`src/hdl/stable_sorted_priority_queue_defines.svh`:
```
// ----------------------------------------------------------------------------
// stable sorted priority queue assertion macros
// concurrent checks clocked on clk and disabled while rst_n is low
// ----------------------------------------------------------------------------
`ifndef STABLE_SORTED_PRIORITY_QUEUE_DEFINES_SVH
`define STABLE_SORTED_PRIORITY_QUEUE_DEFINES_SVH

`ifndef SYNTHESIS
`define SSPQ_ASSERT_SAME(label, ante, cons) \
    label: assert property (@(posedge clk) disable iff (!rst_n) (ante) |-> (cons)) \
        else $error("sspq check failed in the same cycle");
`define SSPQ_ASSERT_NEXT(label, ante, cons) \
    label: assert property (@(posedge clk) disable iff (!rst_n) (ante) |=> (cons)) \
        else $error("sspq check failed in the next cycle");
`else
`define SSPQ_ASSERT_SAME(label, ante, cons)
`define SSPQ_ASSERT_NEXT(label, ante, cons)
`endif

`endif

```
`src/hdl/sspq_pkg.sv`:
```
// ----------------------------------------------------------------------------
// sspq_pkg
// shared codes of the stable sorted priority queue
// ----------------------------------------------------------------------------
package sspq_pkg;

    localparam logic [1:0] MODE_ADD    = 2'd0;
    localparam logic [1:0] MODE_REMOVE = 2'd1;
    localparam logic [1:0] MODE_QUERY  = 2'd2;

    typedef enum logic [1:0] {
        OP_HOLD   = 2'd0,
        OP_INSERT = 2'd1,
        OP_SHIFT  = 2'd2
    } cell_op_t;

endpackage

```
`src/hdl/sspq_cell.sv`:
```
// ----------------------------------------------------------------------------
// sspq_cell
// one slot of the sorted chain: keeps, takes the new entry, or takes a neighbor
// ----------------------------------------------------------------------------
module sspq_cell
    import sspq_pkg::*;
#(
    parameter int DATA_WIDTH = 32,
    parameter int PW         = 15
)
(
    input  logic                  clk,
    input  cell_op_t              op,
    input  logic                  occupied,
    input  logic [DATA_WIDTH-1:0] new_data,
    input  logic [PW-1:0]         new_prio,
    input  logic                  left_ge,
    input  logic [DATA_WIDTH-1:0] left_data,
    input  logic [PW-1:0]         left_prio,
    input  logic [DATA_WIDTH-1:0] right_data,
    input  logic [PW-1:0]         right_prio,
    output logic                  ge,
    output logic [DATA_WIDTH-1:0] data,
    output logic [PW-1:0]         prio
);

    logic [DATA_WIDTH-1:0] data_reg;
    logic [DATA_WIDTH-1:0] data_next;
    logic [PW-1:0]         prio_reg;
    logic [PW-1:0]         prio_next;

    assign ge   = occupied && (prio_reg >= new_prio);
    assign data = data_reg;
    assign prio = prio_reg;

    always_comb
    begin
        data_next = data_reg;
        prio_next = prio_reg;
        case (op)
            OP_INSERT:
            begin
                if (!ge)
                begin
                    if (left_ge)
                    begin
                        data_next = new_data;
                        prio_next = new_prio;
                    end
                    else
                    begin
                        data_next = left_data;
                        prio_next = left_prio;
                    end
                end
            end
            OP_SHIFT:
            begin
                data_next = right_data;
                prio_next = right_prio;
            end
            default:
            begin
                data_next = data_reg;
                prio_next = prio_reg;
            end
        endcase
    end

    always_ff @(posedge clk)
    begin
        data_reg <= data_next;
        prio_reg <= prio_next;
    end

endmodule

```
`src/hdl/stable_sorted_priority_queue.sv`:
```
// ----------------------------------------------------------------------------
// stable_sorted_priority_queue
// Bounded priority queue held as a chain of DEPTH slots in sorted order,
// highest priority first and arrival order among equal priorities. One item
// is taken per cycle while the result register is free or being emptied;
// the result is shown in the cycle after the item is accepted. Each add is
// settled in the cycle it is taken: every slot compares its priority with the
// new one and keeps its entry, takes the new entry, or takes its left
// neighbor's, so the slot compare plus neighbor select sets the clock path.
// A remove shifts every slot one place toward the front. An add to a full
// queue is discarded and flagged as dropped.
// ----------------------------------------------------------------------------
`include "stable_sorted_priority_queue_defines.svh"

module stable_sorted_priority_queue
    import sspq_pkg::*;
#(
    parameter int DEPTH      = 16,
    parameter int DATA_WIDTH = 32,
    parameter int PRIO_WIDTH = 16,
    localparam int CW        = $clog2(DEPTH + 1),
    localparam int PW        = PRIO_WIDTH - 1
)
(
    input  logic                         clk,
    input  logic                         rst_n,
    input  logic                         in_valid,
    output logic                         in_ready,
    input  logic [1:0]                   mode,
    input  logic [DATA_WIDTH-1:0]        item_data,
    input  logic signed [PRIO_WIDTH-1:0] item_priority,
    output logic                         out_valid,
    input  logic                         out_ready,
    output logic [DATA_WIDTH-1:0]        front_data,
    output logic [PW-1:0]                front_priority,
    output logic [DATA_WIDTH-1:0]        back_data,
    output logic [CW-1:0]                entry_count,
    output logic                         is_empty,
    output logic                         dropped
);

    localparam logic [CW-1:0] FULL_COUNT = CW'(DEPTH);
    localparam logic [CW-1:0] ONE_COUNT  = CW'(1);

    logic [CW-1:0]         count_reg;
    logic [CW-1:0]         count_next;
    logic                  out_valid_reg;
    logic                  out_valid_next;
    logic                  dropped_reg;
    logic                  dropped_next;
    logic [DATA_WIDTH-1:0] back_data_reg;
    logic [DATA_WIDTH-1:0] back_data_next;
    logic [PW-1:0]         back_prio_reg;
    logic [PW-1:0]         back_prio_next;

    logic                  fire;
    logic                  full;
    logic                  nonempty;
    logic                  do_add;
    logic                  do_rem;
    logic                  do_drop;
    logic                  tail_insert;
    logic [PW-1:0]         new_prio;
    cell_op_t              op;

    logic                  cell_ge   [DEPTH];
    logic [DATA_WIDTH-1:0] cell_data [DEPTH];
    logic [PW-1:0]         cell_prio [DEPTH];

    // priorities below one are stored as one
    assign new_prio = (item_priority < PRIO_WIDTH'(signed'(1))) ? PW'(1)
                                                                 : item_priority[PW-1:0];

    assign in_ready = !out_valid_reg || out_ready;
    assign fire     = in_valid && in_ready;
    assign full     = (count_reg == FULL_COUNT);
    assign nonempty = (count_reg != '0);
    assign do_add   = fire && (mode == MODE_ADD) && !full;
    assign do_drop  = fire && (mode == MODE_ADD) && full;
    assign do_rem   = fire && (mode == MODE_REMOVE) && nonempty;

    // the tail holds the lowest priority, so it alone decides a tail insert
    assign tail_insert = !nonempty || (back_prio_reg >= new_prio);

    always_comb
    begin
        if (do_add)
        begin
            op = OP_INSERT;
        end
        else if (do_rem)
        begin
            op = OP_SHIFT;
        end
        else
        begin
            op = OP_HOLD;
        end
    end

    genvar i;
    generate
        for (i = 0; i < DEPTH; i++)
        begin : g_cell
            localparam logic [CW-1:0] IDX = CW'(i);
            logic                  l_ge;
            logic [DATA_WIDTH-1:0] l_data;
            logic [PW-1:0]         l_prio;
            logic [DATA_WIDTH-1:0] r_data;
            logic [PW-1:0]         r_prio;

            if (i == 0)
            begin : g_first
                assign l_ge   = 1'b1;
                assign l_data = item_data;
                assign l_prio = new_prio;
            end
            else
            begin : g_inner_left
                assign l_ge   = cell_ge[i-1];
                assign l_data = cell_data[i-1];
                assign l_prio = cell_prio[i-1];
            end

            if (i == DEPTH - 1)
            begin : g_last
                assign r_data = cell_data[i];
                assign r_prio = cell_prio[i];
            end
            else
            begin : g_inner_right
                assign r_data = cell_data[i+1];
                assign r_prio = cell_prio[i+1];
            end

            sspq_cell #(
                .DATA_WIDTH (DATA_WIDTH),
                .PW         (PW)
            ) u_cell (
                .clk        (clk),
                .op         (op),
                .occupied   (IDX < count_reg),
                .new_data   (item_data),
                .new_prio   (new_prio),
                .left_ge    (l_ge),
                .left_data  (l_data),
                .left_prio  (l_prio),
                .right_data (r_data),
                .right_prio (r_prio),
                .ge         (cell_ge[i]),
                .data       (cell_data[i]),
                .prio       (cell_prio[i])
            );
        end
    endgenerate

    always_comb
    begin
        count_next     = count_reg;
        back_data_next = back_data_reg;
        back_prio_next = back_prio_reg;
        if (do_add)
        begin
            count_next = count_reg + ONE_COUNT;
            if (tail_insert)
            begin
                back_data_next = item_data;
                back_prio_next = new_prio;
            end
        end
        else if (do_rem)
        begin
            count_next = count_reg - ONE_COUNT;
        end
        dropped_next   = fire ? do_drop : dropped_reg;
        out_valid_next = fire ? 1'b1 : (out_valid_reg && !out_ready);
    end

    always_ff @(posedge clk or negedge rst_n)
    begin
        if (!rst_n)
        begin
            count_reg     <= '0;
            out_valid_reg <= 1'b0;
            dropped_reg   <= 1'b0;
        end
        else
        begin
            count_reg     <= count_next;
            out_valid_reg <= out_valid_next;
            dropped_reg   <= dropped_next;
        end
    end

    always_ff @(posedge clk)
    begin
        back_data_reg <= back_data_next;
        back_prio_reg <= back_prio_next;
    end

    assign out_valid      = out_valid_reg;
    assign front_data     = nonempty ? cell_data[0] : '0;
    assign front_priority = nonempty ? cell_prio[0] : '0;
    assign back_data      = nonempty ? back_data_reg : '0;
    assign entry_count    = count_reg;
    assign is_empty       = !nonempty;
    assign dropped        = dropped_reg;

    `SSPQ_ASSERT_SAME(a_count_bound, 1'b1, count_reg <= FULL_COUNT)
    `SSPQ_ASSERT_NEXT(a_full_add_dropped, do_drop, dropped_reg && (count_reg == $past(count_reg)))
    `SSPQ_ASSERT_NEXT(a_remove_count, do_rem, count_reg == ($past(count_reg) - ONE_COUNT))
    `SSPQ_ASSERT_SAME(a_front_not_below_back, nonempty, cell_prio[0] >= back_prio_reg)

endmodule

```
`config.mk`:
```
export PLATFORM = sky130hd
export DESIGN_NAME = stable_sorted_priority_queue
export DESIGN_NICKNAME = d
export VERILOG_FILES = /design/src/hdl/sspq_pkg.sv /design/src/hdl/sspq_cell.sv /design/src/hdl/stable_sorted_priority_queue.sv
export VERILOG_INCLUDE_DIRS = /design/src /design/src/hdl
export SDC_FILE = /design/constraint.sdc
export NUM_CORES = 2
export LEC_CHECK = 0
export BUFFER_PORTS_ARGS = -buffer_cell sky130_fd_sc_hd__buf_2
export CAP_MARGIN = 20
export CORE_MARGIN = 2
export CORE_UTILIZATION = 59
export CTS_BUF_LIST = sky130_fd_sc_hd__clkbuf_8
export CTS_CLUSTER_SIZE = 12
export DETAILED_ROUTE_END_ITERATION = 12
export PLACE_DENSITY_LB_ADDON = 0.15
export RECOVER_POWER = 100
export SLEW_MARGIN = 30
export SYNTH_ARGS = -nofsm -noshare
export SYNTH_HDL_FRONTEND = slang
export SYNTH_HIERARCHICAL = 1
export SYNTH_SLANG_ARGS = --single-unit
export TNS_END_PERCENT = 100
```
`constraint.sdc`:
```
create_clock -name clk -period 7 [get_ports clk]
set_input_delay 0.35 -clock clk [delete_from_list [all_inputs] [get_ports clk]]
set_output_delay 0.35 -clock clk [all_outputs]
set_load 0.05 [all_outputs]
```
==> run metrics <==
status finished, violations left; failing checks max-capacitance violations, max-slew violations; Ys Warns 6; RSZ-0062 raised after global routing false; pin count of the biggest net entering global routing 95; hold path startpoint out_ready; Layout Cell Area excl Fill ~52000 um^2; max frequency 182.6 MHz; Port Buffers 141; Worst-path clk slew 50 ps; Mapped Cells 4467; Leak a little under 20 nW; max FFs per register 512; number of global-route vias before repair 31590; residual DRC count 0; Final GP Congestion 0.8929; Final Power 12.54 mW; Avg WL per Cell 19.48 um; Power Density 241.0 nW/um^2; TNS Setup 0 ps; Crit path largest cell delay between 1000 and 1500 ps; CTS HTree Levels 4; reg-to-reg endpoint g_cell[0].u_cell/data[19]$_DFFE_PP_; worst ir drop on vdd between 0.00015 and 0.0002 V; antenna violations before repair 2; Reg2Reg Setup Slack 1650 ps; Slew headroom -35.04%; Layout Cells excl Fill 5771; Netlist Area Pre-Place 47700 um^2; Critical Path Source item_priority[10]; DR vias/cell 5.799; worst path cell trace buf_2 -> nor4_1 -> a41oi_1 -> nand2b_1 -> clkbuf_1 -> ha_1 -> nand3_1 -> nor4_1 -> a2111oi_0 -> o311a_1 -> buf_4; vias 33470; Worst path depth 11; CP dominant cell by count nor4_1; GRT Total Usage a little over a quarter; Initial DRC Count 2843; crit path launch type input port; Core Area roughly 80000 um^2; Crit-path slowest cell nand2b_1; DIE AREA a little over 80000 um^2; Hold Slack 187.7 ps; CP bufs+invs 3; dpl hpwl 80350 um; max-slew violation count 165; Crit. End Element register; DR pass1 iterations 5; Hold Path End entry_count[4]$_DFFE_PN0P_; Area Growth Syn to Fin 9.075%; CTS Root Cell clkbuf_8; Worst R2R Start entry_count[1]$_DFFE_PN0P_; Slew @ Worst Pin 2026 ps; CP top delay family compound AO/OA/AOI/OAI gates; Clock Skew about 43 ps; share of the clock period used by the worst path 78.23%; global-route wire length before repair 178300 um; worst-case clock buffer depth 3; placed cells 5491; dpl cell area between 40000 and 50000 um^2; Post-Syn Area per Cell 10.68 um^2; Nets 4924; final setup vio count 0; critical path fanouts, max 20; Filler cells around 6400; WP data arrival 5950 ps; Row Count 104; CP required 7480 ps; Hold Crit Depth 4; post-layout min period roughly 5500 ps; CTS tree done; initial core utilization 59.42%; max_cap viols 3; Hold WC Path Type in2reg; post-CTS sizing 0; Sink Count between 800 and 900; post-route ant nets 0; total CTS buffers around 140; die height 288.3 um; final WL between 100000 and 150000 um; IO Pins 142; Clock Latency Late Sink approximately 800 ps; Final Hold Fails 0; Die Span X ~290 um; grt ovf 0; layout cell share with drive strength beyond 1 6.776%; R2R cell count 9; Setup CP Type in2reg
[worst register-to-register path, cell delays in order, from the launching register on]
cell,delay (ps)
dfrtp_1,630
inv_1,240
ha_1,310
or4b_1,480
nand4_1,320
inv_1,250
clkbuf_1,760
nor2b_1,330
clkbuf_2,1260
o21ai_0,440
[layer usage]
metal,vias to the layer above,wire length (um),track usage (%),part of all wire [%]
li1,16510,-,-,-
met1,15640,55730,42.40,50
met2,1118,45770,37.31,41
met3,200,7411,4.242,6.6
met4,0,3490,9.858,3.1
met5,-,0,0,0
[worst max-delay path by stage]
stage                                           endpoint  slack (ps)
global route        g_cell[13].u_cell/data[24]$_DFFE_PP_        1180
floorplan             g_cell[6].u_cell/data[0]$_DFFE_PP_        1280
finish              g_cell[13].u_cell/data[27]$_DFFE_PP_        1520
CTS                  g_cell[9].u_cell/data[14]$_DFFE_PP_        2370
global placement     g_cell[9].u_cell/data[14]$_DFFE_PP_        1660
detailed placement   g_cell[9].u_cell/data[14]$_DFFE_PP_        1510
[what timing repair did]
item                                   in CTS  in global routing
endpoints found under the hold margin      41                  0
hold buffers                               36                  0
setup buffers                               0                  0
[through the flow]
| step | setup WS, ps | utilization (%) |
|---|---|---|
| finish | 1524 | 64.81 |
| global route | 1178 | 64.81 |
| CTS | 2374 | 65.13 |
| detailed placement | 1506 | 61.54 |
| global placement | 1664 | 61.45 |
| floorplan | 1283 | - |
[cell type report]
type / count / area (um^2) / area share [%]
Timing Repair Buffer: 254 / 1463 / 2.811
Sequential cell: 806 / 24170 / 46.45
Multi-Input combinational cell: 3130 / 21500 / 41.32
Clock inverter: 95 / 526.8 / 1.012
Antenna cell: 3 / 7.507 / 0.01443
Inverter: 278 / 1044 / 2.005
Clock buffer: 145 / 1996 / 3.835
Tap cell: 1060 / 1326 / 2.549
[cells in the final DEF (no fill, tap or decap), types with 13 or more instances in the layout]
master,n
nand4_1,46
o21ai_1,35
nand3_1,19
buf_2,21
nor2b_4,15
and2_1,77
a21oi_1,61
nand3b_1,13
nor2_1,66
nor4_1,17
ha_1,258
edfxtp_1,799
dlygate4sd3_1,36
inv_1,317
mux2i_1,752
o21ai_0,772
and4_1,14
clkinv_1,31
nand2_1,807
clkbuf_1,133
buf_4,61
clkbuf_8,145
xor2_1,13
a211oi_1,28
[power by group]
group          internal [mW]  switching [mW]  total (mW)
combinational          0.977            1.52        2.50
sequential              5.80           0.234        6.03
clock                   1.99            2.02        4.01
Power figures use the tool's default switching activity.
